<file path="src/sv/uv_sphere_grid_point_generator_assert.svh">
// ----------------------------------------------------------------------------
// uv sphere grid point generator assertion macros
// concurrent checks, compiled out when SYNTH is defined
// ----------------------------------------------------------------------------
`ifndef UV_SPHERE_GRID_POINT_GENERATOR_ASSERT_SVH
`define UV_SPHERE_GRID_POINT_GENERATOR_ASSERT_SVH
`ifndef SYNTH
`define UVSG_ASSERT_IMP(lbl, clk, rst, ante, cons) \
   lbl: assert property (@(posedge clk) disable iff (rst) (ante) |-> (cons)) \
      else $error("uvsg check failed");
`define UVSG_ASSERT_NXT(lbl, clk, rst, ante, cons) \
   lbl: assert property (@(posedge clk) disable iff (rst) (ante) |=> (cons)) \
      else $error("uvsg sequence check failed");
`else
`define UVSG_ASSERT_IMP(lbl, clk, rst, ante, cons)
`define UVSG_ASSERT_NXT(lbl, clk, rst, ante, cons)
`endif
`endif

</file>
<file path="src/sv/uvsg_pkg.sv">
// ----------------------------------------------------------------------------
// uvsg_pkg
// shared widths, coefficients, codes and item types of the sphere generator
// ----------------------------------------------------------------------------
package uvsg_pkg;

   localparam int MAX_RINGS    = 256;
   localparam int MAX_SEGMENTS = 256;
   localparam int ANGLE_BITS   = 16;
   localparam int TEX_FRAC     = 16;

   localparam int CNT_W = 9;
   localparam int RAD_W = 16;
   localparam int IDX_W = 17;
   localparam int NRM_W = 16;
   localparam int POS_W = 17;
   localparam int TEX_W = 17;

   localparam int REQ_W = 24;
   localparam int RSP_W = 184;
   localparam int CSR_AW = 2;
   localparam int CSR_DW = 16;

   // pipelined divider: quotient bits and remainder width
   localparam int QUO_W = 17;
   localparam int REM_W = 9;
   localparam int DIV_W = REM_W + 1;
   localparam int NUM_W = QUO_W + REM_W;
   localparam int LANES = 4;

   // sine polynomial, Q30
   localparam int Z_W  = 32;
   localparam int FRAC = 30;
   localparam logic [Z_W-1:0] ONE30 = Z_W'(1) << FRAC;
   localparam logic [Z_W-1:0] K1 = 32'd1686629713;
   localparam logic [Z_W-1:0] K3 = 32'd693598668;
   localparam logic [Z_W-1:0] K5 = 32'd85569306;
   localparam logic [Z_W-1:0] K7 = 32'd5026995;
   localparam logic [Z_W-1:0] K9 = 32'd172272;
   localparam int HORN_N = 4;
   localparam logic [Z_W-1:0] HORNER_K [HORN_N] = '{K7, K5, K3, K1};
   localparam logic [ANGLE_BITS-1:0] QUARTER = ANGLE_BITS'(1) << (ANGLE_BITS - 2);

   localparam logic [CSR_AW-1:0] CSR_RING_COUNT    = 2'd0;
   localparam logic [CSR_AW-1:0] CSR_SEGMENT_COUNT = 2'd1;
   localparam logic [CSR_AW-1:0] CSR_RADIUS        = 2'd2;

   typedef enum logic [1:0] {
      KIND_VERT_MORE = 2'd0,
      KIND_VERT_LAST = 2'd1,
      KIND_TRI_MORE  = 2'd2,
      KIND_TRI_LAST  = 2'd3
   } kind_type;

   typedef enum logic [1:0] {
      TRI_TOP,
      TRI_BOT,
      TRI_MID
   } tri_kind_type;

   typedef struct packed {
      tri_kind_type     tk;
      logic             has_tri;
      logic [IDX_W-1:0] v0;
      logic [IDX_W-1:0] v1;
      logic [IDX_W-1:0] v2;
      logic [IDX_W-1:0] v3;
   } side_type;

   typedef struct packed {
      side_type                side;
      logic signed [NRM_W-1:0] nx;
      logic signed [NRM_W-1:0] ny;
      logic signed [NRM_W-1:0] nz;
      logic signed [POS_W-1:0] px;
      logic signed [POS_W-1:0] py;
      logic signed [POS_W-1:0] pz;
      logic [TEX_W-1:0]        tu;
      logic [TEX_W-1:0]        tv;
   } item_type;

   typedef struct packed {
      logic     load;
      item_type item;
   } load_type;

endpackage

</file>
<file path="src/sv/uvsg_horner_cell.sv">
// ----------------------------------------------------------------------------
// uvsg_horner_cell
// one step of the sine polynomial: a = COEF - a*z^2, Q30
// ----------------------------------------------------------------------------
module uvsg_horner_cell #(
   parameter logic [31:0] COEF = 32'd0
) (
   input  logic                     clock,
   input  logic                     en,
   input  logic [uvsg_pkg::Z_W-1:0] a_i,
   input  logic [uvsg_pkg::Z_W-1:0] z_i,
   input  logic [uvsg_pkg::Z_W-1:0] z2_i,
   input  logic                     neg_i,
   output logic [uvsg_pkg::Z_W-1:0] a_o,
   output logic [uvsg_pkg::Z_W-1:0] z_o,
   output logic [uvsg_pkg::Z_W-1:0] z2_o,
   output logic                     neg_o
);
   import uvsg_pkg::*;

   logic [2*Z_W-1:0] prod;
   logic [Z_W-1:0]   a_ff, a_in, z_ff, z2_ff;
   logic             neg_ff;

   always_comb begin
      prod = (2*Z_W)'(a_i) * (2*Z_W)'(z2_i);
      a_in = COEF - prod[FRAC+Z_W-1:FRAC];
   end

   always_ff @(posedge clock) begin
      if (en) begin
         a_ff   <= a_in;
         z_ff   <= z_i;
         z2_ff  <= z2_i;
         neg_ff <= neg_i;
      end
   end

   assign a_o   = a_ff;
   assign z_o   = z_ff;
   assign z2_o  = z2_ff;
   assign neg_o = neg_ff;
endmodule

</file>
<file path="config.mk">
export PLATFORM = sky130hd
export DESIGN_NAME = uvsg_horner_cell
export DESIGN_NICKNAME = d
export VERILOG_FILES = /design/src/sv/uv_sphere_grid_point_generator_assert.svh /design/src/sv/uvsg_pkg.sv /design/src/sv/uvsg_horner_cell.sv
export SDC_FILE = /design/constraint.sdc
export NUM_CORES = 2
export LEC_CHECK = 0
export BUFFER_PORTS_ARGS = -buffer_cell sky130_fd_sc_hd__buf_2
export CAP_MARGIN = 20
export CORE_MARGIN = 2
export CORE_UTILIZATION = 50
export DETAILED_ROUTE_END_ITERATION = 8
export PLACE_DENSITY = 0.7
export SYNTH_ARGS = -nofsm -noshare
export SYNTH_HDL_FRONTEND = slang
export SYNTH_SLANG_ARGS = --single-unit
</file>
<file path="constraint.sdc">
create_clock -name clock -period 10.8 [get_ports clock]
set_clock_uncertainty 0.2 [all_clocks]
set_input_delay 2.16 -clock clock [delete_from_list [all_inputs] [get_ports clock]]
set_output_delay 2.16 -clock clock [all_outputs]
set_load 0.005 [all_outputs]
</file>
==> results.md <==
GRT:
- The number of antenna violations at the first check in global routing is 2.
- For this run, global-route usage on met3 was measured as 3.96%.
- The total global-route track usage is 26.0%.
- The number of global-route vias before repair is 28.9k.
- The residual overflow from global routing is 0.
- The largest net degree at the start of global routing is 61.
- The met2 global-route usage is 44.8%.
- The layer with the highest usage is met2.
- The global-route track usage on met1 is 34.5%.
- The wire length of the first global-routing pass is 153 mm.

Logic synthesis:
- Synthesis instantiated 78 different standard cells from the library.
- After synthesis, the share of flip-flops with an asynchronous set or reset is 0%.
- sky130_fd_sc_hd__fa_1 takes more of the synthesized area than any other cell.
- In this run, synthesis inferred 97 flip-flops with an integrated enable.
- The commonest register cell after synthesis is sky130_fd_sc_hd__edfxtp_1.
- The count of yosys warnings during synthesis is 0.
- A synthesized cell averages 9.45 sq um.
- By area the synthesized netlist is led by sky130_fd_sc_hd__fa_1 (49%), sky130_fd_sc_hd__and2_1 (9.6%), sky130_fd_sc_hd__inv_1 (9.1%), sky130_fd_sc_hd__ha_1 (8.4%), sky130_fd_sc_hd__edfxtp_1 (8.0%).
- The sequential area share after synthesis is 7.98%.
- The synthesized design devotes to its leading area cell type 49.0% of total area.
- The count of state elements after synthesis is 97.
- Summing every instance area after synthesis gives 36500 sq um.
- After technology mapping, the gate count stands at 3863.
- The number of nets in the synthesized netlist is 5102.

Timing:
- The pin slew with the least headroom to its limit is 0.815 ns.
- The final cycle utilization of the critical path is 96.5%.
- The maximum clock frequency is 95.9 MHz.
- The final hold violation count came to 0.
- Setup violations remaining at the end of the flow were counted as 0.
- Setup repair after global routing left no endpoint under its margin.
- The count of pins over their slew limit is 0.
- The worst pin sits at a relative slew slack of 45.7%.
- The worst path in the final design needs a cycle of 10.43 ns, including I/O delays and setup.

Floorplan:
- The boundary pin count is 196.
- For this configuration, the core starts out at a cell density of 50.3%.
- From bottom edge to top edge, the die measures 274 microns.
- The floorplan step set the die width to 274 microns.
- The core outline area is 72600 sq um.
- The total die area is 75200 sq um.
- The floorplan row count is 99.

Final layout:
- The share of cells above drive strength 1 is 9.98%.
- Excluding fillers, the count of instances in the completed layout stands at 4978.
- The final layout contains 5252 nets.
- From synthesis to final layout, the design area changed by 8.09%.
- In the layout the commonest cells are sky130_fd_sc_hd__fa_1 (894), sky130_fd_sc_hd__inv_1 (881), sky130_fd_sc_hd__and2_1 (559).
- The most common cell after layout, fill and taps aside is sky130_fd_sc_hd__fa_1.

Hold path:
- In this run the worst hold path is classified as input port to flip-flop.

Routing:
- The number of antenna-violating nets in the routed design is 0.
- The total DRC errors in the routed layout is 0.
- In the routed layout, each cell is associated on average with a via count of 5.28.
- The total routed wirelength is 91.2 mm.
- The vias after detailed routing is 26.3k.
- The first detailed-routing pass ran for 5 iterations.
- After detailed routing, the average wire length per cell comes to 18.3 microns.
- The count of routing violations after the opening detailed-route iteration is 1549.

Worst setup path:
- The kind of end point of the critical path is a flip-flop.
- The worst setup path is launched from an input port.
- The data arrival time at the worst-slack endpoint is 10.39 ns.
- For the worst setup path, the data required time is 10.76 ns.
- The path type of the worst setup path is input port to flip-flop.
- The worst-path maximum fanout is 20.

CTS:
- The number of sinks driven by the clock tree is 97.
- The number of buffers between clock root and the deepest sink is 2.
- The root buffer cell is sky130_fd_sc_hd__clkbuf_16.
- The number of CTS-inserted buffers is 9.
- The H-tree depth reported by CTS is 3.
- TritonCTS built the clock tree.
- The clock transition at the registers of the reported paths is 0.12 ns.

Placed design:
- In this run the tool buffered the top-level ports with 195 buffer cells.
- The sum of net half-perimeters after detailed placement is 77.8 mm.
- The weighted congestion reported at the end of routability-driven placement is 0.910.
- The instance count after placement with tap cells included is 4961.

Outcome:
- The flow ran to the end, and the final reports show no timing, DRC or antenna violations.

Job:
- The reported max-cap violation count is 0.
[per-stage QoR]
stage,setup TNS [ns],instance area [sq um],hold slack (ns),util [%],setup WS (ns)
6_report,0,39500,1.71,54.4,0.375
5_1_grt,0,39500,1.69,54.4,0.0394
4_1_cts,0,39400,1.69,54.3,0.249
3_5_place_dp,-0.288,39100,2.14,53.8,-0.106
3_3_place_gp,0,39100,2.14,53.8,0.0474
2_1_floorplan,0,36500,2.06,-,0.562
[critical path, stage by stage]
cell and delay [ns]:
sky130_fd_sc_hd__clkbuf_4 0.22, sky130_fd_sc_hd__buf_12 0.20, sky130_fd_sc_hd__and2_1 0.18, sky130_fd_sc_hd__fa_1 0.53, sky130_fd_sc_hd__inv_1 0.05, sky130_fd_sc_hd__fa_1 0.47, sky130_fd_sc_hd__fa_1 0.49, sky130_fd_sc_hd__inv_1 0.06
sky130_fd_sc_hd__fa_1 0.51, sky130_fd_sc_hd__inv_1 0.06, sky130_fd_sc_hd__fa_1 0.57, sky130_fd_sc_hd__fa_1 0.44, sky130_fd_sc_hd__fa_1 0.51, sky130_fd_sc_hd__fa_1 0.60, sky130_fd_sc_hd__inv_1 0.06, sky130_fd_sc_hd__ha_1 0.36
sky130_fd_sc_hd__a21oi_1 0.21, sky130_fd_sc_hd__o21ai_0 0.18, sky130_fd_sc_hd__a21oi_1 0.15, sky130_fd_sc_hd__nand3_1 0.19, sky130_fd_sc_hd__o21ba_2 0.26, sky130_fd_sc_hd__or3_1 0.36, sky130_fd_sc_hd__a2111oi_4 0.42, sky130_fd_sc_hd__nand4_1 0.26
sky130_fd_sc_hd__nor4_4 0.34, sky130_fd_sc_hd__a31oi_1 0.14, sky130_fd_sc_hd__nor4_2 0.32, sky130_fd_sc_hd__xnor2_1 0.09
[synthesized netlist by cell type (18+ instances only)]
| library cell | number |
|---|---|
| sky130_fd_sc_hd__a21o_1 | 19 |
| sky130_fd_sc_hd__xor2_1 | 18 |
| sky130_fd_sc_hd__edfxtp_1 | 97 |
| sky130_fd_sc_hd__and2_1 | 559 |
| sky130_fd_sc_hd__o21ai_0 | 37 |
| sky130_fd_sc_hd__fa_1 | 894 |
| sky130_fd_sc_hd__nand4_1 | 21 |
| sky130_fd_sc_hd__nand2_1 | 535 |
| sky130_fd_sc_hd__xnor2_1 | 42 |
| sky130_fd_sc_hd__inv_1 | 881 |
| sky130_fd_sc_hd__clkbuf_1 | 204 |
| sky130_fd_sc_hd__nor2_1 | 42 |
| sky130_fd_sc_hd__a21oi_1 | 71 |
| sky130_fd_sc_hd__ha_1 | 246 |
[final timing paths]
| check | to | cells after the start | startpoint | slack (ns) |
|---|---|---|---|---|
| min | z_o[6] | 1 | z_i[6] | 1.71 |
| max | a_o[31] | 28 | a_i[16] | 0.37 |
[metal layers]
layer  part of all wire, %  up-vias  routed length, microns
met5                     0        -                       0
met4                   2.6        0                    2370
met1                    41    13678                   37800
met3                   6.0      132                    5500
li1                      -    11644                       -
met2                    50      815                   45500
[sequential cells by signal, summed over array words and instances, names as in the netlist]
signal and count:
neg_o 1, z_o 32, a_o 32, z2_o 32
[repair_timing]
| item | 4_1_cts | 5_1_grt |
|---|---|---|
| resized for setup | 0 | 20 |
| setup endpoints to repair | 0 | 7 |
| hold buffers | 0 | 0 |
| buffers inserted | 0 | 0 |
[cells by family (layout without fill, tap and decap cells)]
logic type	after synthesis	in the layout	synth area share [%]
buffers and inverters	1092	1247	11.3
adder cells (fa/ha/maj)	1140	1140	57.5
flip-flops	97	97	7.98
AND/OR/NAND/NOR	1243	1243	17.5
multiplexers	3	3	0.0857
XOR/XNOR	60	60	1.44
AO/OA/AOI/OAI	228	228	4.30
other	0	1	0
[final cells by class]
cell class,instances,area (sq um)
multi-input cells,2674,29500
clock buffers,9,225
fillers,6644,33100
well taps,959,1200
flip-flops and latches,97,2910
diodes,1,2.50
clock inverters,7,72.6
inverters,881,3310
repair buffers,350,2230
Power is left out: the tool's default activity adds up to more than one toggle a clock period on the data nets, which glitch-free logic cannot reach.
