## src/sv/uv_sphere_grid_point_generator_assert.svh

```systemverilog
// ----------------------------------------------------------------------------
// uv sphere grid point generator assertion macros
// concurrent checks, compiled out when SYNTH is defined
// ----------------------------------------------------------------------------
`ifndef UV_SPHERE_GRID_POINT_GENERATOR_ASSERT_SVH
`define UV_SPHERE_GRID_POINT_GENERATOR_ASSERT_SVH
`ifndef SYNTH
`define UVSG_ASSERT_IMP(lbl, clk, rst, ante, cons) \
   lbl: assert property (@(posedge clk) disable iff (rst) (ante) |-> (cons)) \
      else $error("uvsg check failed");
`define UVSG_ASSERT_NXT(lbl, clk, rst, ante, cons) \
   lbl: assert property (@(posedge clk) disable iff (rst) (ante) |=> (cons)) \
      else $error("uvsg sequence check failed");
`else
`define UVSG_ASSERT_IMP(lbl, clk, rst, ante, cons)
`define UVSG_ASSERT_NXT(lbl, clk, rst, ante, cons)
`endif
`endif

```

## src/sv/uvsg_pkg.sv

```systemverilog
// ----------------------------------------------------------------------------
// uvsg_pkg
// shared widths, coefficients, codes and item types of the sphere generator
// ----------------------------------------------------------------------------
package uvsg_pkg;

   localparam int MAX_RINGS    = 256;
   localparam int MAX_SEGMENTS = 256;
   localparam int ANGLE_BITS   = 16;
   localparam int TEX_FRAC     = 16;

   localparam int CNT_W = 9;
   localparam int RAD_W = 16;
   localparam int IDX_W = 17;
   localparam int NRM_W = 16;
   localparam int POS_W = 17;
   localparam int TEX_W = 17;

   localparam int REQ_W = 24;
   localparam int RSP_W = 184;
   localparam int CSR_AW = 2;
   localparam int CSR_DW = 16;

   // pipelined divider: quotient bits and remainder width
   localparam int QUO_W = 17;
   localparam int REM_W = 9;
   localparam int DIV_W = REM_W + 1;
   localparam int NUM_W = QUO_W + REM_W;
   localparam int LANES = 4;

   // sine polynomial, Q30
   localparam int Z_W  = 32;
   localparam int FRAC = 30;
   localparam logic [Z_W-1:0] ONE30 = Z_W'(1) << FRAC;
   localparam logic [Z_W-1:0] K1 = 32'd1686629713;
   localparam logic [Z_W-1:0] K3 = 32'd693598668;
   localparam logic [Z_W-1:0] K5 = 32'd85569306;
   localparam logic [Z_W-1:0] K7 = 32'd5026995;
   localparam logic [Z_W-1:0] K9 = 32'd172272;
   localparam int HORN_N = 4;
   localparam logic [Z_W-1:0] HORNER_K [HORN_N] = '{K7, K5, K3, K1};
   localparam logic [ANGLE_BITS-1:0] QUARTER = ANGLE_BITS'(1) << (ANGLE_BITS - 2);

   localparam logic [CSR_AW-1:0] CSR_RING_COUNT    = 2'd0;
   localparam logic [CSR_AW-1:0] CSR_SEGMENT_COUNT = 2'd1;
   localparam logic [CSR_AW-1:0] CSR_RADIUS        = 2'd2;

   typedef enum logic [1:0] {
      KIND_VERT_MORE = 2'd0,
      KIND_VERT_LAST = 2'd1,
      KIND_TRI_MORE  = 2'd2,
      KIND_TRI_LAST  = 2'd3
   } kind_type;

   typedef enum logic [1:0] {
      TRI_TOP,
      TRI_BOT,
      TRI_MID
   } tri_kind_type;

   typedef struct packed {
      tri_kind_type     tk;
      logic             has_tri;
      logic [IDX_W-1:0] v0;
      logic [IDX_W-1:0] v1;
      logic [IDX_W-1:0] v2;
      logic [IDX_W-1:0] v3;
   } side_type;

   typedef struct packed {
      side_type                side;
      logic signed [NRM_W-1:0] nx;
      logic signed [NRM_W-1:0] ny;
      logic signed [NRM_W-1:0] nz;
      logic signed [POS_W-1:0] px;
      logic signed [POS_W-1:0] py;
      logic signed [POS_W-1:0] pz;
      logic [TEX_W-1:0]        tu;
      logic [TEX_W-1:0]        tv;
   } item_type;

   typedef struct packed {
      logic     load;
      item_type item;
   } load_type;

endpackage

```

## src/sv/uvsg_div_cell.sv

```systemverilog
// ----------------------------------------------------------------------------
// uvsg_div_cell
// one restoring division step: shifts in a numerator bit, emits a quotient bit
// ----------------------------------------------------------------------------
module uvsg_div_cell (
   input  logic                       clock,
   input  logic                       en,
   input  logic [uvsg_pkg::DIV_W-1:0] d_i,
   input  logic [uvsg_pkg::REM_W-1:0] rem_i,
   input  logic [uvsg_pkg::QUO_W-1:0] wrk_i,
   output logic [uvsg_pkg::REM_W-1:0] rem_o,
   output logic [uvsg_pkg::QUO_W-1:0] wrk_o
);
   import uvsg_pkg::*;

   logic [DIV_W-1:0] trial;
   logic             ge;
   logic [REM_W-1:0] rem_ff, rem_in;
   logic [QUO_W-1:0] wrk_ff, wrk_in;

   // wrk holds the numerator bits still to come, quotient bits enter below
   always_comb begin
      trial  = {rem_i, wrk_i[QUO_W-1]};
      ge     = (trial >= d_i);
      rem_in = ge ? REM_W'(trial - d_i) : REM_W'(trial);
      wrk_in = {wrk_i[QUO_W-2:0], ge};
   end

   always_ff @(posedge clock) begin
      if (en) begin
         rem_ff <= rem_in;
         wrk_ff <= wrk_in;
      end
   end

   assign rem_o = rem_ff;
   assign wrk_o = wrk_ff;
endmodule

```

## config.mk

```make
export PLATFORM = sky130hd
export DESIGN_NAME = uvsg_div_cell
export DESIGN_NICKNAME = d
export VERILOG_FILES = /design/src/sv/uv_sphere_grid_point_generator_assert.svh /design/src/sv/uvsg_pkg.sv /design/src/sv/uvsg_div_cell.sv
export SDC_FILE = /design/constraint.sdc
export NUM_CORES = 1
export LEC_CHECK = 0
export BUFFER_PORTS_ARGS = -buffer_cell sky130_fd_sc_hd__buf_4
export CAP_MARGIN = 20
export CORE_UTILIZATION = 49
export CTS_CLUSTER_SIZE = 28
export DETAILED_ROUTE_END_ITERATION = 10
export GPL_ROUTABILITY_DRIVEN = 0
export PLACE_DENSITY = 0.86
export SYNTH_ARGS = -nofsm -noshare
export SYNTH_HDL_FRONTEND = slang
export SYNTH_SLANG_ARGS = --single-unit
```

## constraint.sdc

```tcl
create_clock -name clock -period 6.26 [get_ports clock]
set_input_delay 0.939 -clock clock [delete_from_list [all_inputs] [get_ports clock]]
set_output_delay 0.939 -clock clock [all_outputs]
set_load 0.05 [all_outputs]
```

==> reports/metrics.csv, run 1 <==
stage;metric;value;unit
clock_network;Resized cells post-CTS;0;
clock_network;CTS max path bufs;2;
sta;Min Hold Slack;792.9;ps
grt;GRT Total Usage;0.1873;
sta;Final Hold Viols;0;
sta;min cycle time layout;2799;ps
grt;largest net degree at the start of global routing;27;
worst_hold_path;Cells on Worst Hold Path;1;
placement;Worst Setup Slack post-DPL;3160;ps
job;max-capacitance violation count;0;
grt;first-pass GRT wire length;3815;um
sta;final slew viol count;0;
worst_setup_path;CP Data Arrival Time;2880;ps
floorplanning;CORE AREA;2522;um^2
worst_setup_path;Worst EP required;6340;ps
routing;M1 WL;1092;um
sta;Worst Tran Pin Value;541.2;ps
clock_network;TritonCTS buffer count;3;
worst_setup_path;CP max FO;3;
worst_setup_path;Setup CP Type;primary input to register;
floorplanning;Rows;18;
placement;placed insts;189;
clock_network;CTS Hold Bufs;0;
routing;routed wl met2;1333;um
pwr;Power Density;264.2;nW/um^2
layout;Finished Layout Cells;193;
clock_network;clock sinks;26;
layout;Area Growth Syn to Fin;42.41;%
routing;Total Wirelength;2764;um
routing;DRT Pass-1 Iters;4;
layout;# fillers;161;
sta;Final setup viols;0;
routing;Routed Antenna Nets;0;
logic_synthesis;EDFF count, synth;26;
placement;Area after DPL;1838;um^2
floorplanning;Die Span Y;54.05;um
worst_hold_path;Hold EP;wrk_o[1]$_DFFE_PP_;
grt;global route overflow;0;
worst_setup_path;Critical Path Most Common Cell;inv_1;
layout;diodes inserted;0;
worst_setup_path;crit start category;primary input;
clock_network;H-tree level count;1;
sta;setup_tns;0;ps
sta;RSZ-0062 raised after global routing;no;
worst_hold_path;worst hold path type;primary input to register;
pwr;leakage;0.8470;nW
sta;fin crit share;0.4472;
pwr;Reg power frac;0.436;
logic_synthesis;asr flop ratio synth;0;
logic_synthesis;Syn Area/Cell;13.83;um^2
pwr;Clk pwr share;0.223;
routing;vias per cell;5.202;
grt;vias in the first global route;932;
worst_setup_path;Worst path slowest cell;fa_1;
pwr;total power;499.4;uW
grt;initial antenna violation count;0;
worst_setup_path;crit-path cells;buf_4, inv_1, ha_1, inv_1, fa_1, a21o_2, a21oi_1, o221ai_1, xor2_1, mux2_2;
layout;Util after Layout;0.7495;
pwr;Comb pwr share;0.341;
placement;hpwl dp;2220;um
clock_network;postcts setup bufs;0;
pwr;Psw;157.3;uW
routing;# DRC;0;
logic_synthesis;synth unique cells;26;
pwr;Sw Ratio;0.3149;
routing;vias;1004;
logic_synthesis;sequential-to-total area share from yosys stat;0.5881;
floorplanning;I/O Pins;64;
clock_network;Root Buffer;clkbuf_4;
pwr;maximum vdd drop;0.0002291;V
worst_setup_path;CP max stage delay;420;ps
logic_synthesis;gate count after technology mapping;96;
logic_synthesis;Cell Area, Synth;1328;um^2
pwr;P_int;342.1;uW
routing;DRT iter0 DRCs;32;
logic_synthesis;Post-Syn Nets;145;
sta;Slew headroom;0.6384;
routing;Top Metal Used;met4;
clock_network;CTS clk-pin slew, worst paths;130;ps
logic_synthesis;Synth Register Bits;26;
worst_setup_path;Worst setup EP type;register;
floorplanning;starting density of the core;0.5263;
floorplanning;Total Die Area;2921;um^2
layout;Final Cell Area;1891;um^2
routing;wire per inst;14.32;um
logic_synthesis;Yosys warnings;0;
sta;final worst setup slack;3461;ps
run_status;status;completed;
layout;share of layout cells above drive strength 1;0.4785;
layout;final net count;213;
placement;PortBufs;63;
worst_hold_path;min-delay src;wrk_i[0];
routing;met3 WL;301;um
logic_synthesis;Synth Flop Type;edfxtp_1;
floorplanning;die width;54.05;um
clock_network;CTS tree;built;
sta;Max Fclk;357.2;MHz
## power groups by stage
stage | clock [mW] | sequential, mW | combinational (mW)
final | 0.111 | 0.218 | 0.170
after global routing | 0.119 | 0.219 | 0.179
after CTS | 0.112 | 0.218 | 0.171
after detailed placement | 0 | 0.222 | 0.170
after global placement | 0 | 0.221 | 0.166
after floorplan | 0 | 0.285 | 0.0493
## cell families (layout without fill, tap and decap cells)
group,Yosys count,after routing,share of synthesized area
fa+ha+maj,11,11,0.1093
mux,9,9,0.07540
simple gates,14,14,0.05655
xor+xnor,6,6,0.03958
flops,26,26,0.5881
compound gates,18,18,0.09709
buf+inv,12,79,0.03393
## worst max path at each step
stage / startpoint / slack (ps) / end
global route: wrk_i[16] / 3400 / rem_o[8]$_DFFE_PP_
floorplan: wrk_i[16] / 3470 / rem_o[8]$_DFFE_PP_
global placement: wrk_i[16] / 3230 / rem_o[8]$_DFFE_PP_
finish: wrk_i[16] / 3460 / rem_o[8]$_DFFE_PP_
CTS: wrk_i[16] / 3470 / rem_o[8]$_DFFE_PP_
detailed placement: wrk_i[16] / 3160 / rem_o[8]$_DFFE_PP_
## synth_stat cells (all sizes together), types with 2 or more instances
cell,number,area [um^2]
nand2b,2,12.51
inv,12,45.04
nand4,2,12.51
edfxtp,26,780.8
mux2,8,90.09
ha,10,125.1
xnor2,4,35.03
xor2,2,17.52
nor2,3,11.26
a21oi,9,48.80
nand2,3,11.26
o21ai,3,15.01
## sequential cells by signal (all words and copies together), names as in the netlist
signal / flops
rem_o: 9
wrk_o: 17
## metal layers
layer | vias to the layer above | track usage
li1 | 490 | -
met2 | 62 | 0.3498
met3 | 4 | 0.02260
met1 | 448 | 0.2089
met4 | 0 | 0.08547
met5 | - | 0
## worst max-delay path, delay by kind of cell
family	cells	cell delay, ps
adder cells (fa/ha/maj)	2	600
multiplexers	1	270
XOR/XNOR	1	180
AO/OA/AOI/OAI	3	640
buffers and inverters	3	250
## layout by cell type, fill, tap and decap left out, drive strengths merged, types with 3 or more instances in the layout
master	synthesis	routed
buf	0	63
edfxtp	26	26
inv	12	12
ha	10	10
a21oi	9	9
mux2	8	8
xnor2	4	4
nand2	3	3
nor2	3	3
clkbuf	0	3
o21ai	3	3
## area by class of cell
type	count	area, um^2	share of cell area
multi-input cells	58	501.7	0.2654
well taps	30	37.54	0.01985
inverters	12	45.04	0.02383
flip-flops and latches	26	780.7	0.4130
clock buffers	3	22.52	0.01191
repair buffers	63	473.0	0.2502
clock inverters	1	30.03	0.01588
Note: power is estimated with default switching activity, not from simulation.
==> run 2: changes to the inputs <==
--- a/config.mk
+++ b/config.mk
@@ -7,11 +7,11 @@
 export LEC_CHECK = 0
 export BUFFER_PORTS_ARGS = -buffer_cell sky130_fd_sc_hd__buf_4
 export CAP_MARGIN = 20
-export CORE_UTILIZATION = 49
+export CORE_UTILIZATION = 41
 export CTS_CLUSTER_SIZE = 28
 export DETAILED_ROUTE_END_ITERATION = 10
 export GPL_ROUTABILITY_DRIVEN = 0
-export PLACE_DENSITY = 0.86
+export PLACE_DENSITY = 0.77
 export SYNTH_ARGS = -nofsm -noshare
 export SYNTH_HDL_FRONTEND = slang
 export SYNTH_SLANG_ARGS = --single-unit
==> constraint.sdc (replaced) <==
create_clock -name clock -period 2.45 [get_ports clock]
set_input_delay 0.3675 -clock clock [delete_from_list [all_inputs] [get_ports clock]]
set_output_delay 0.3675 -clock clock [all_outputs]
set_load 0.05 [all_outputs]
==> run 2 against run 1 <==
Compared with the run above:
- combinational power rose to 2.6 times the previous value
- wire length fell by 6.2%
- core utilization fell by 13 points
- via count rose by 5.9%
- count of clock-buffer cells in the layout did not move
- first-iteration DRC count rose by 38%
- power rose by 130%
- sequential cell count did not move
- sequential share of layout area fell by 0.055 points
- die area rose by 19%
- critical path depth did not move
- design area rose by 0.13%
- critical path type unchanged
- critical endpoint is now rem_o[4]$_DFFE_PP_
- largest cell class unchanged
- highest routed layer unchanged
==> reports/metrics.csv, run 2 (same netlist as run 1, synthesis figures left out) <==
stage;metric;value;unit;change
run_status;status;completed;;
sta;fin crit share;0.9122;;
layout;final net count;215;;+0.94%
placement;PortBufs;63;;unchanged
worst_hold_path;Hold EP;wrk_o[11]$_DFFE_PP_;;
grt;global route overflow;0;;unchanged
sta;setup_tns;0;ps;unchanged
worst_setup_path;crit start category;primary input;;
layout;share of layout cells above drive strength 1;0.4817;;+0.003180
layout;area of the multi-input gates;501.7;um^2;unchanged
clock_network;CTS clk-pin slew, worst paths;120;ps;about the same
routing;wire per inst;12.47;um;-13%
worst_hold_path;worst hold path type;primary input to register;;
sta;Final Hold Viols;0;;unchanged
grt;GRT Total Usage;0.1555;;-0.03180
routing;Routed Antenna Nets;0;;unchanged
pwr;Power Density;611.5;nW/um^2;+130%
worst_setup_path;Worst setup EP type;register;;
layout;Util after Layout;0.6201;;-0.1294
clock_network;H-tree level count;1;;unchanged
placement;Area after DPL;1871;um^2;+1.8%
sta;Worst Tran Pin Value;548.6;ps;+7.465 ps
floorplanning;CORE AREA;3053;um^2;+21%
clock_network;CTS Hold Bufs;0;;unchanged
layout;Final Cell Area;1893;um^2;+0.13%
placement;hpwl dp;2064;um;-7.0%
pwr;total power;1.158;mW;+130%
floorplanning;starting density of the core;0.4348;;-0.09145
routing;vias per cell;5.111;;-1.8%
sta;RSZ-0062 raised after global routing;no;;
layout;commonest non-fill, non-tap cells in the layout;buf_4, edfxtp_1, inv_1;;
routing;vias;1063;;+5.9%
grt;initial antenna violation count;0;;unchanged
layout;Finished Layout Cells;208;;+7.8%
grt;first-pass GRT wire length;4015;um;+5.2%
layout;Reg area;780.7;um^2;unchanged
clock_network;CTS tree;built;;
routing;# DRC;0;;unchanged
floorplanning;I/O Pins;64;;unchanged
worst_setup_path;CP max FO;10;;+7
clock_network;Resized cells post-CTS;0;;unchanged
clock_network;postcts setup bufs;0;;unchanged
layout;diodes inserted;0;;unchanged
worst_hold_path;Cells on Worst Hold Path;1;;unchanged
sta;min cycle time layout;2235;ps;
sta;Final setup viols;0;;unchanged
sta;Max Fclk;447.5;MHz;
floorplanning;Total Die Area;3469;um^2;+19%
layout;max FFs per register;17;;unchanged
clock_network;TritonCTS buffer count;3;;unchanged
worst_setup_path;Setup CP Type;primary input to register;;
floorplanning;die width;58.90;um;+9.0%
grt;vias in the first global route;986;;+5.8%
layout;most common cell after layout, fill and taps aside;buf_4;;
worst_hold_path;min-delay src;wrk_i[10];;
sta;final slew viol count;0;;unchanged
worst_setup_path;Worst EP required;2510;ps;-3830 ps
clock_network;clock sinks;26;;unchanged
worst_setup_path;CP Data Arrival Time;2300;ps;-580 ps
sta;final worst setup slack;215.1;ps;-3246 ps
placement;placed insts;205;;+8.5%
pwr;leakage;0.8425;nW;-0.53%
routing;DRT iter0 DRCs;44;;+38%
clock_network;CTS max path bufs;2;;unchanged
grt;largest net degree at the start of global routing;27;;unchanged
floorplanning;Rows;20;;+2
placement;Worst Setup Slack post-DPL;-84.59;ps;-3244 ps
floorplanning;Die Span Y;58.90;um;+9.0%
routing;DRT Pass-1 Iters;4;;unchanged
clock_network;Root Buffer;clkbuf_4;;
pwr;maximum vdd drop;0.0002121;V;-7.4%
layout;# fillers;248;;+54%
sta;Slew headroom;0.6334;;-0.004988
layout;Area Growth Syn to Fin;42.60;%;
job;max-capacitance violation count;0;;unchanged
sta;Min Hold Slack;235.3;ps;-557.6 ps
routing;Total Wirelength;2593;um;-6.2%
run 2: cell count changes in the layout (fill, tap and decap cells not counted):
cell	change
buf_4	+2
bufinv_16	-1
run 2: routing by layer:
metal	global-route usage	share of wire	wire (um)	vias up
met4	0.08844	0.013	34	0
met5	0	0	0	-
met2	0.2614	0.47	1221	71
met1	0.1854	0.42	1092	493
li1	-	-	-	495
met3	0.03077	0.094	244	4
run 2: worst max-delay path by stage:
| stage | slack (ps) | to | start | depth (start not counted) |
|---|---|---|---|---|
| final | 220 | rem_o[4]$_DFFE_PP_ | wrk_i[16] | 10 |
| after global routing | 150 | rem_o[5]$_DFFE_PP_ | wrk_i[16] | 10 |
| after CTS | 270 | rem_o[4]$_DFFE_PP_ | d_i[0] | 9 |
| after detailed placement | -80 | rem_o[4]$_DFFE_PP_ | d_i[0] | 9 |
| after global placement | -10 | rem_o[8]$_DFFE_PP_ | wrk_i[16] | 10 |
| after floorplan | 230 | rem_o[8]$_DFFE_PP_ | wrk_i[16] | 9 |
run 2: layout make-up:
type	count	area share
flip-flops and latches	26	0.4124
multi-input cells	58	0.2650
repair buffers	65	0.2578
well taps	44	0.02908
inverters	12	0.02379
clock buffers	3	0.01190
run 2: worst max-delay path, stage by stage:
cell,delay [ps]
buf_4,110
inv_1,70
ha_1,170
inv_1,60
fa_1,420
a21oi_1,220
o21ai_1,110
a21oi_2,240
o311ai_4,190
mux2_2,330
run 2: report_power, final:
| group | leakage [nW] | switching (mW) | internal [mW] |
|---|---|---|---|
| clock network | 0.0138 | 0.106 | 0.0572 |
| logic | 0.574 | 0.271 | 0.168 |
| registers | 0.254 | 0.0110 | 0.544 |
