--- src/sv/uv_sphere_grid_point_generator_assert.svh ---
// ----------------------------------------------------------------------------
// uv sphere grid point generator assertion macros
// concurrent checks, compiled out when SYNTH is defined
// ----------------------------------------------------------------------------
`ifndef UV_SPHERE_GRID_POINT_GENERATOR_ASSERT_SVH
`define UV_SPHERE_GRID_POINT_GENERATOR_ASSERT_SVH
`ifndef SYNTH
`define UVSG_ASSERT_IMP(lbl, clk, rst, ante, cons) \
   lbl: assert property (@(posedge clk) disable iff (rst) (ante) |-> (cons)) \
      else $error("uvsg check failed");
`define UVSG_ASSERT_NXT(lbl, clk, rst, ante, cons) \
   lbl: assert property (@(posedge clk) disable iff (rst) (ante) |=> (cons)) \
      else $error("uvsg sequence check failed");
`else
`define UVSG_ASSERT_IMP(lbl, clk, rst, ante, cons)
`define UVSG_ASSERT_NXT(lbl, clk, rst, ante, cons)
`endif
`endif

--- src/sv/uvsg_pkg.sv ---
// ----------------------------------------------------------------------------
// uvsg_pkg
// shared widths, coefficients, codes and item types of the sphere generator
// ----------------------------------------------------------------------------
package uvsg_pkg;

   localparam int MAX_RINGS    = 256;
   localparam int MAX_SEGMENTS = 256;
   localparam int ANGLE_BITS   = 16;
   localparam int TEX_FRAC     = 16;

   localparam int CNT_W = 9;
   localparam int RAD_W = 16;
   localparam int IDX_W = 17;
   localparam int NRM_W = 16;
   localparam int POS_W = 17;
   localparam int TEX_W = 17;

   localparam int REQ_W = 24;
   localparam int RSP_W = 184;
   localparam int CSR_AW = 2;
   localparam int CSR_DW = 16;

   // pipelined divider: quotient bits and remainder width
   localparam int QUO_W = 17;
   localparam int REM_W = 9;
   localparam int DIV_W = REM_W + 1;
   localparam int NUM_W = QUO_W + REM_W;
   localparam int LANES = 4;

   // sine polynomial, Q30
   localparam int Z_W  = 32;
   localparam int FRAC = 30;
   localparam logic [Z_W-1:0] ONE30 = Z_W'(1) << FRAC;
   localparam logic [Z_W-1:0] K1 = 32'd1686629713;
   localparam logic [Z_W-1:0] K3 = 32'd693598668;
   localparam logic [Z_W-1:0] K5 = 32'd85569306;
   localparam logic [Z_W-1:0] K7 = 32'd5026995;
   localparam logic [Z_W-1:0] K9 = 32'd172272;
   localparam int HORN_N = 4;
   localparam logic [Z_W-1:0] HORNER_K [HORN_N] = '{K7, K5, K3, K1};
   localparam logic [ANGLE_BITS-1:0] QUARTER = ANGLE_BITS'(1) << (ANGLE_BITS - 2);

   localparam logic [CSR_AW-1:0] CSR_RING_COUNT    = 2'd0;
   localparam logic [CSR_AW-1:0] CSR_SEGMENT_COUNT = 2'd1;
   localparam logic [CSR_AW-1:0] CSR_RADIUS        = 2'd2;

   typedef enum logic [1:0] {
      KIND_VERT_MORE = 2'd0,
      KIND_VERT_LAST = 2'd1,
      KIND_TRI_MORE  = 2'd2,
      KIND_TRI_LAST  = 2'd3
   } kind_type;

   typedef enum logic [1:0] {
      TRI_TOP,
      TRI_BOT,
      TRI_MID
   } tri_kind_type;

   typedef struct packed {
      tri_kind_type     tk;
      logic             has_tri;
      logic [IDX_W-1:0] v0;
      logic [IDX_W-1:0] v1;
      logic [IDX_W-1:0] v2;
      logic [IDX_W-1:0] v3;
   } side_type;

   typedef struct packed {
      side_type                side;
      logic signed [NRM_W-1:0] nx;
      logic signed [NRM_W-1:0] ny;
      logic signed [NRM_W-1:0] nz;
      logic signed [POS_W-1:0] px;
      logic signed [POS_W-1:0] py;
      logic signed [POS_W-1:0] pz;
      logic [TEX_W-1:0]        tu;
      logic [TEX_W-1:0]        tv;
   } item_type;

   typedef struct packed {
      logic     load;
      item_type item;
   } load_type;

endpackage

--- src/sv/uvsg_out_seq.sv ---
// ----------------------------------------------------------------------------
// uvsg_out_seq
// holds one finished grid point and sends its vertex and triangle results
// ----------------------------------------------------------------------------
module uvsg_out_seq (
   input  logic                       clock,
   input  logic                       reset,
   input  uvsg_pkg::load_type         ld_i,
   output logic                       ld_ok_o,
   output logic                       rsp_tvalid,
   input  logic                       rsp_tready,
   // index_a, index_b, index_c, normal_x/y/z, position_x/y/z, tex_u, tex_v
   output logic [uvsg_pkg::RSP_W-1:0] rsp_tdata,
   // kind
   output logic [1:0]                 rsp_tuser
);
   import uvsg_pkg::*;

   typedef enum logic [1:0] {
      STEP_VERT,
      STEP_TRI1,
      STEP_TRI2
   } step_type;

   step_type  step_ff;
   logic      busy_ff;
   item_type  item_ff;
   logic      last;
   kind_type  kind;
   logic [IDX_W-1:0] ia, ib, ic;
   logic      vert;

   always_comb begin
      last = 1'b0;
      kind = KIND_TRI_LAST;
      ia   = item_ff.side.v0;
      ib   = '0;
      ic   = '0;
      vert = 1'b0;
      unique case (step_ff)
         STEP_VERT: begin
            last = !item_ff.side.has_tri;
            kind = item_ff.side.has_tri ? KIND_VERT_MORE : KIND_VERT_LAST;
            vert = 1'b1;
         end
         STEP_TRI1: begin
            last = (item_ff.side.tk != TRI_MID);
            kind = (item_ff.side.tk == TRI_MID) ? KIND_TRI_MORE : KIND_TRI_LAST;
            ib   = item_ff.side.v1;
            ic   = item_ff.side.v2;
         end
         STEP_TRI2: begin
            last = 1'b1;
            ia   = item_ff.side.v1;
            ib   = item_ff.side.v3;
            ic   = item_ff.side.v2;
         end
         default: begin
            last = 1'b1;
         end
      endcase
   end

   assign ld_ok_o    = !busy_ff || (last && rsp_tready);
   assign rsp_tvalid = busy_ff;
   assign rsp_tuser  = kind;
   assign rsp_tdata  = vert ?
      {item_ff.tv, item_ff.tu, item_ff.pz, item_ff.py, item_ff.px,
       item_ff.nz, item_ff.ny, item_ff.nx, ic, ib, ia} :
      {(RSP_W - 3*IDX_W)'(0), ic, ib, ia};

   always_ff @(posedge clock) begin
      if (reset) begin
         busy_ff <= 1'b0;
         step_ff <= STEP_VERT;
      end else if (ld_i.load) begin
         busy_ff <= 1'b1;
         step_ff <= STEP_VERT;
         item_ff <= ld_i.item;
      end else if (busy_ff && rsp_tready) begin
         if (last) begin
            busy_ff <= 1'b0;
         end else begin
            step_ff <= (step_ff == STEP_VERT) ? STEP_TRI1 : STEP_TRI2;
         end
      end
   end
endmodule

--- config.mk ---
export PLATFORM = sky130hd
export DESIGN_NAME = uvsg_out_seq
export DESIGN_NICKNAME = d
export VERILOG_FILES = /design/src/sv/uv_sphere_grid_point_generator_assert.svh /design/src/sv/uvsg_pkg.sv /design/src/sv/uvsg_out_seq.sv
export SDC_FILE = /design/constraint.sdc
export NUM_CORES = 1
export LEC_CHECK = 0
export ABC_AREA = 1
export ABC_CLOCK_PERIOD_IN_PS = 11500
export BUFFER_PORTS_ARGS = -buffer_cell sky130_fd_sc_hd__buf_2
export CORE_AREA = 3 3 151 153
export CTS_CLUSTER_DIAMETER = 100
export DETAILED_ROUTE_END_ITERATION = 8
export DIE_AREA = 0 0 154 156
export GPL_ROUTABILITY_DRIVEN = 1
export PLACE_DENSITY = 0.67
export REMOVE_ABC_BUFFERS = 1
export SYNTH_ARGS = -nofsm -noshare
export SYNTH_HDL_FRONTEND = slang
export SYNTH_SLANG_ARGS = --single-unit
--- constraint.sdc ---
create_clock -name clock -period 11.5 [get_ports clock]
set_input_delay 0.575 -clock clock [delete_from_list [all_inputs] [get_ports clock]]
set_output_delay 0.575 -clock clock [all_outputs]
set_load 0.005 [all_outputs]
==> key figures, run 1 <==
Job
  – Max-Cap Viols: 0

Worst setup path
  – R2R depth: 10
  – Slowest stage delay, CP: around 0.7 ns
  – CP required: 10.93 ns
  – R2R setup slack: 8.95 ns
  – CP max stage cell: buf_4
  – Crit Path Category: flop to output port
  – Dominant cell type by count on the critical path: nand2_1
  – Startpoint class of the critical path: flop
  – Crit-path cells: inv_1 -> ha_4 -> buf_4 -> nor2_4 -> nor2_8 -> nand2_2 -> nand2_1 -> nand2_1 -> buf_2
  – CP arrival: about 3 ns
  – Reg2reg end: rsp_tvalid
  – Crit-path max FO: 77
  – Reg2reg start: step_ff[0]
  – Crit end category: output port

Yosys
  – Synth top area share: approximately 76%
  – Commonest cells post-synth: 244 x nand2_1, 204 x edfxtp_1, 159 x inv_1
  – Mapped Avg Cell Area: between 10 and 15 sq um
  – Synth cell types: 19
  – Yosys top cell by area: edfxtp_1
  – Synth area leaders: edfxtp_1 76%, nand2_1 11%, inv_1 7.4%
  – Async set-reset flop share out of synthesis: 0%
  – Mapped Cells: about 670
  – Post-synth top flop: edfxtp_1
  – Top-count cell post-synth: nand2_1
  – Synthesized cell area: ~8100 sq um
  – EDFF count, synth: 204
  – Flops & latches, synth: 207
  – Syn. warnings: 0
  – Post-synthesis sequential area ratio: 76.3%

Clocking
  – CTS tree: built
  – Cts bufs inserted: 23
  – Setup bufs post-CTS: 0
  – H-tree levels: 1
  – Post-CTS Hold Buffers: 0
  – Worst-Skew Late Latency: 0.49 ns
  – Max Buffers Root-to-Sink: 3
  – Clk pin slew, worst setup/hold paths: 0.06 ns
  – Cts repair resizes: 0
  – # clock sinks: about 210
  – Root buf cell: clkbuf_16

Global routing
  – First-pass GRT wire length: 31500 microns
  – Total gr overflow: 0
  – Vias in the first global route: 5864
  – Initial antenna violation count: 3
  – Total Routing Usage GR: 16.6%
  – Largest net degree at the start of global routing: 88

Layout
  – Multi-input combinational cell area: ~1200 sq um
  – Final core occ: roughly half
  – Nets: 1281
  – Filler Cell Count: 1957
  – Inserted Diodes: 0
  – Area delta synth->final: 36.8%
  – Layout cells sized above 1: between 40% and 50%
  – Storage element area: 6190 sq um

Place
  – Port buffer count: just under 400
  – Final RePlAce weighted congestion: between 0.7 and 0.8
  – Detailed placement HPWL: 15500 microns

Routing
  – Iteration-0 DRC Markers: 368
  – DRC Markers: 0
  – Vias/cell: roughly 4.3
  – Via count: 5839
  – WL per Instance: 15.6 microns
  – Routed Wire Length: 21400 microns
  – Post-route ant nets: 0
  – Pre-antenna DRT Iters: 4

Hold path
  – Hold Path Class: input port to flop
  – Worst hold path depth: 1
  – Min-Delay Startpoint: ld_i[34]
  – Hold endpoint: item_ff[34]

Timing
  – Tmin final: roughly 3.5 ns
  – Fmax achieved: 0.284 GHz
  – Final hold vios: 0
  – Final hold slack: 0.248 ns
  – RSZ-0062 raised after global routing: no
  – Layout Skew: 0.00101 ns
  – Slew headroom: 25.7%
  – Post-route clock period utilization: 30.6%
  – Slew @ Worst Pin: 1.11 ns
  – Setup violators final: 0
  – Setup TNS: 0 ns
  – Final Max Slew Viols: 0

Status
  – Result of the run: finished, final reports clean

Floorplan
  – Die ar.: approximately 24000 sq um
  – Die W: 154 microns
  – Core Region: around 22000 sq um
  – Initial core utilization: 37.4%
  – # rows: 54
  – Die H: roughly 160 microns
  – I/O pin count: 396

Power
  – Pwr Total: between 1500 and 2000 uW
  – Peak VDD IR: 0.000115 V
  – PwrDens: 161 nW/um^2
  – P_leak: between 0.005 and 0.006 uW
## critical path: cells and delay by family (launching register included)
family | cells | cell delay [ns]
adders and majority gates | 1 | 0.55
buffers and inverters | 3 | 1.01
and+or+nand+nor | 5 | 0.47
DFF | 1 | 0.31
## cells in the final DEF, fill, tap and decap left out
cell type	instances
a21oi_1	18
buf_2	395
buf_4	4
bufinv_16	4
clkbuf_1	3
clkbuf_16	23
clkinv_1	3
clkinv_2	6
clkinvlp_4	2
dfxtp_1	3
edfxtp_1	204
ha_1	2
ha_2	1
ha_4	1
inv_1	159
inv_2	2
inv_4	1
nand2_1	244
nand2_2	1
nand3_2	1
nand3b_1	1
nand4_1	1
nor2_1	2
nor2_4	2
nor2_8	2
## cell families (layout without fill, tap and decap cells)
group	count (synthesis)	in the layout	synth area share, %
buffers and inverters	188	602	9.51
adders and majority gates	4	4	0.617
AOI/OAI and AO/OA	18	18	1.11
DFF	207	207	76.3
and+or+nand+nor	254	254	12.4
## how the worst max path moves through the flow
| stage | startpoint | end | slack [ns] | cells past startpoint |
|---|---|---|---|---|
| finish | step_ff[0] | ld_ok_o | 7.98 | 9 |
| global route | step_ff[0] | ld_ok_o | 7.72 | 10 |
| CTS | step_ff[0] | ld_ok_o | 7.95 | 9 |
| detailed placement | step_ff[0] | ld_ok_o | 8.49 | 9 |
| global placement | step_ff[0] | ld_ok_o | 8.52 | 9 |
| floorplan | ld_i[204] | item_ff[0] | 1.55 | 2 |
## sequential cells by signal (all words and copies together) (netlist names)
signal / cells
item_ff: 204
rsp_tvalid: 1
step_ff: 2
## report_power, final
group          switching [uW]  leakage (uW)  total, uW  internal, uW
clock                     285      0.000372        740           455
sequential               14.4       0.00194        901           886
combinational            74.9       0.00335        142          67.3
## cell type report
| class | instances | share of cell area, % |
|---|---|---|
| Inverter | 162 | 5.51 |
| Multi-Input combinational cell | 276 | 10.6 |
| Tap cell | 280 | 3.16 |
| Timing Repair Buffer | 399 | 18.1 |
| Sequential cell | 207 | 55.8 |
| Clock inverter | 15 | 1.59 |
| Clock buffer | 26 | 5.29 |
## through the flow
stage	setup slack [ns]	area [sq um]	instances
after floorplan	1.55	7950	645
after global placement	8.52	10300	1324
after detailed placement	8.49	10300	1324
after CTS	7.95	11100	1365
after global routing	7.72	11100	1365
final	7.98	11100	1365
## routing by layer
| layer | vias to the layer above | share of wire, % | GRT usage (%) |
|---|---|---|---|
| li1 | 2870 | - | - |
| met5 | - | 0.19 | 0 |
| met2 | 237 | 52 | 30.2 |
| met3 | 35 | 8.4 | 5.27 |
| met4 | 6 | 2.0 | 4.21 |
| met1 | 2691 | 38 | 19.1 |
No activity file was read; power rests on OpenSTA's default activity.
==> run 2, diff against run 1 <==
--- a/config.mk
+++ b/config.mk
@@ -6,14 +6,14 @@
 export NUM_CORES = 1
 export LEC_CHECK = 0
 export ABC_AREA = 1
-export ABC_CLOCK_PERIOD_IN_PS = 11500
+export ABC_CLOCK_PERIOD_IN_PS = 3000
 export BUFFER_PORTS_ARGS = -buffer_cell sky130_fd_sc_hd__buf_2
 export CORE_AREA = 3 3 151 153
 export CTS_CLUSTER_DIAMETER = 100
 export DETAILED_ROUTE_END_ITERATION = 8
 export DIE_AREA = 0 0 154 156
 export GPL_ROUTABILITY_DRIVEN = 1
-export PLACE_DENSITY = 0.67
+export PLACE_DENSITY = 0.7
 export REMOVE_ABC_BUFFERS = 1
 export SYNTH_ARGS = -nofsm -noshare
 export SYNTH_HDL_FRONTEND = slang
==> constraint.sdc (replaced) <==
create_clock -name clock -period 3 [get_ports clock]
set_input_delay 0.15 -clock clock [delete_from_list [all_inputs] [get_ports clock]]
set_output_delay 0.15 -clock clock [all_outputs]
set_load 0.005 [all_outputs]
==> run 2 against run 1 <==
First-iteration DRC count up 31%. Register-to-register slack lost 7.8 ns. Critical path type unchanged. Hold slack improved by 0.11 ns. Critical path depth fell by 3. Sequential share of layout area shrank 8.7 points. Sequential power grew to 3.8 times the previous value. Clock power grew to 3.5 times the previous value.
==> key figures, run 2 (synthesis results as in run 1) <==
Worst setup path
  – CP delay by family, top: buffers and inverters
  – R2R depth: 9 (-1)
  – Slowest stage delay, CP: 0.56 ns (-0.16 ns)
  – Crit-path cells: inv_1 -> ha_1 -> buf_4 -> nand2_1 -> a21oi_1 -> buf_2
  – Crit Path Category: flop to output port
  – Reg2reg end: rsp_tvalid
  – Crit end category: output port
  – Reg2reg start: step_ff[1]
  – CP required: 2.85 ns (-8.08 ns)
  – R2R setup slack: 1.16 ns (-7.79 ns)
  – Worst path bufs/invs: 3 (unchanged)
  – Startpoint class of the critical path: flop
  – CP arrival: 2.37 ns (-0.58 ns)
  – Crit-path max FO: 22 (-71%)
  – CP max stage cell: ha_1

Clocking
  – CTS tree: built
  – H-tree levels: 1 (unchanged)
  – Cts bufs inserted: 23 (unchanged)
  – # clock sinks: 207 (unchanged)
  – Root buf cell: clkbuf_16
  – Cts repair resizes: 0 (unchanged)
  – Clk pin slew, worst setup/hold paths: 0.06 ns (about the same)
  – Setup bufs post-CTS: 0 (unchanged)
  – Worst-Skew Late Latency: 0.50 ns (about the same)
  – Max Buffers Root-to-Sink: 3 (unchanged)

Power
  – P_leak: 0.00653 uW (+15%)
  – Peak VDD IR: 0.000483 V (+320%)
  – Cell internal pwr: 5350 uW (+280%)
  – Psw: 1500 uW (+300%)
  – PwrDens: 521 nW/um^2 (+220%)
  – Pwr Total: 6850 uW (+280%)
  – Reg power frac: 50.6% (about the same)
  – Switching Share: 21.9% (+0.88 points)
  – Clock Power Share: 37.9% (-3.6 points)
  – Logic pwr share: 11.6% (+3.6 points)

Global routing
  – Total Routing Usage GR: 20.3% (+3.6 points)
  – First-pass GRT wire length: 38900 microns (+23%)
  – Total gr overflow: 0 (unchanged)
  – Initial antenna violation count: 0 (-3)
  – Largest net degree at the start of global routing: 105 (+19%)
  – Vias in the first global route: 7372 (+26%)

Routing
  – DRC Markers: 0 (unchanged)
  – WL per Instance: 16.2 microns (+3.4%)
  – Iteration-0 DRC Markers: 481 (+31%)
  – Post-route ant nets: 0 (unchanged)
  – Via count: 6947 (+19%)
  – Routed Wire Length: 25500 microns (+19%)
  – Vias/cell: 4.41 (+3.1%)
  – Pre-antenna DRT Iters: 5 (+1)

Place
  – Detailed placement HPWL: 15700 microns (+1.6%)
  – Final RePlAce weighted congestion: 0.803 (+5.0%)
  – Post-place setup slack: 0.973 ns (-7.51 ns)
  – Port buffer count: 395 (unchanged)

Floorplan
  – I/O pin count: 396 (unchanged)
  – Core Region: 21700 sq um (unchanged)
  – Initial core utilization: 37.4% (unchanged)
  – Die H: 156 microns (unchanged)
  – # rows: 54 (unchanged)
  – Die W: 154 microns (unchanged)
  – Die ar.: 24000 sq um (unchanged)

Status
  – Result of the run: finished, final reports clean

Layout
  – Area delta synth->final: 62.2%
  – Most common library cell in the layout ignoring fill and taps: buf_2
  – Max FFs per register: 204 (unchanged)
  – Commonest non-fill, non-tap cells in the layout: 395 x buf_2, 244 x nand2_1, 208 x dlygate4sd3_1, 204 x edfxtp_1, 159 x inv_1
  – Inserted Diodes: 0 (unchanged)
  – Layout cells sized above 1: 34.1% (-7.0 points)
  – Nets: 1491 (+16%)
  – Biggest register: item_ff

Timing
  – Tmin final: about 2.5 ns
  – Setup violators final: 0 (unchanged)
  – Final hold vios: 0 (unchanged)
  – Setup TNS: 0 ns (unchanged)
  – Slew headroom: 60.3% (+35 points)
  – Fmax achieved: approximately 0.40 GHz
  – Post-route clock period utilization: 84.1%
  – Slew @ Worst Pin: 0.595 ns (-0.519 ns)
  – RSZ-0062 raised after global routing: no
  – PnR worst setup slack: 0.477 ns (-7.50 ns)
  – Layout Skew: 0.000907 ns (-0.0000995 ns)
  – Final Max Slew Viols: 0 (unchanged)

Hold path
  – Hold endpoint: item_ff[60]
  – Worst hold path depth: 2 (+1)
  – Min-Delay Startpoint: ld_i[60]
  – Hold Path Class: input port to flop

Job
  – Max-Cap Viols: 0 (unchanged)
## run 2: cell count changes in the layout (fill, tap and decap cells not counted)
cell | before | now
ha_2 | 1 | 0
clkinvlp_4 | 2 | 0
ha_1 | 2 | 3
buf_4 | 4 | 3
dlygate4sd3_1 | 0 | 208
bufinv_16 | 4 | 1
buf_12 | 0 | 3
inv_6 | 0 | 1
clkinv_2 | 6 | 4
clkbuf_1 | 3 | 6
clkbuf_8 | 0 | 1
clkinv_1 | 3 | 5
## run 2: worst register-to-register path, cell delays in order (launching register included)
cell and delay, ns:
dfxtp_1 0.32, inv_1 0.13, ha_1 0.54, buf_4 0.31, nor2_4 0.06, nor2_8 0.14
nand2_2 0.06, nand2_1 0.08, nand3b_1 0.08, nand2_1 0.06
## run 2: through the flow
step	cells	hold slack [ns]	cell area [sq um]	utilization (%)
floorplan	645	0.249	7950	-
global placement	1326	0.326	10400	47.8
detailed placement	1326	0.328	10400	47.8
CTS	1575	0.325	13100	60.6
global route	1575	0.344	13100	60.6
finish	1575	0.356	13100	60.6
## run 2: how the worst max path moves through the flow
stage                           from            end  slack, ns  cells past startpoint
after global placement    step_ff[0]  rsp_tdata[26]       1.04                      6
after CTS                 step_ff[0]  rsp_tdata[26]       0.43                      6
after global routing      step_ff[1]  rsp_tdata[25]       0.28                      5
after floorplan            ld_i[204]     item_ff[0]      -6.52                      2
final                     step_ff[0]  rsp_tdata[25]       0.48                      6
after detailed placement  step_ff[0]  rsp_tdata[26]       0.97                      6
## run 2: layout make-up
class                           count  area, sq um
Tap cell                          280          350
Fill cell                        1625         8540
Timing Repair Buffer              609         4140
Clock buffer                       30          612
Multi-Input combinational cell    276         1170
Inverter                          162          611
Clock inverter                     11         77.6
Sequential cell                   207         6190
## run 2: timing repair
action,4_1_cts,5_1_grt
endpoints found under the setup margin,0,0
endpoints found under the hold margin,207,0
hold buffers,208,0
## run 2: power by group through the flow
| stage | registers, uW | logic (uW) | clock network (uW) |
|---|---|---|---|
| 6_report | 3460 | 792 | 2600 |
| 5_1_grt | 3480 | 868 | 2780 |
| 4_1_cts | 3460 | 775 | 2660 |
| 3_5_place_dp | 3520 | 555 | 0 |
| 3_3_place_gp | 3510 | 543 | 0 |
| 2_1_floorplan | 3530 | 211 | 0 |
## run 2: per-layer routing
metal  global-route usage, %  part of all wire [%]  vias to the layer above
met5                       0                     0                        -
met4                    6.90                   3.3                        0
met3                    4.66                   7.4                       69
met2                    38.5                    54                      333
met1                    22.1                    35                     3254
li1                        -                     -                     3291
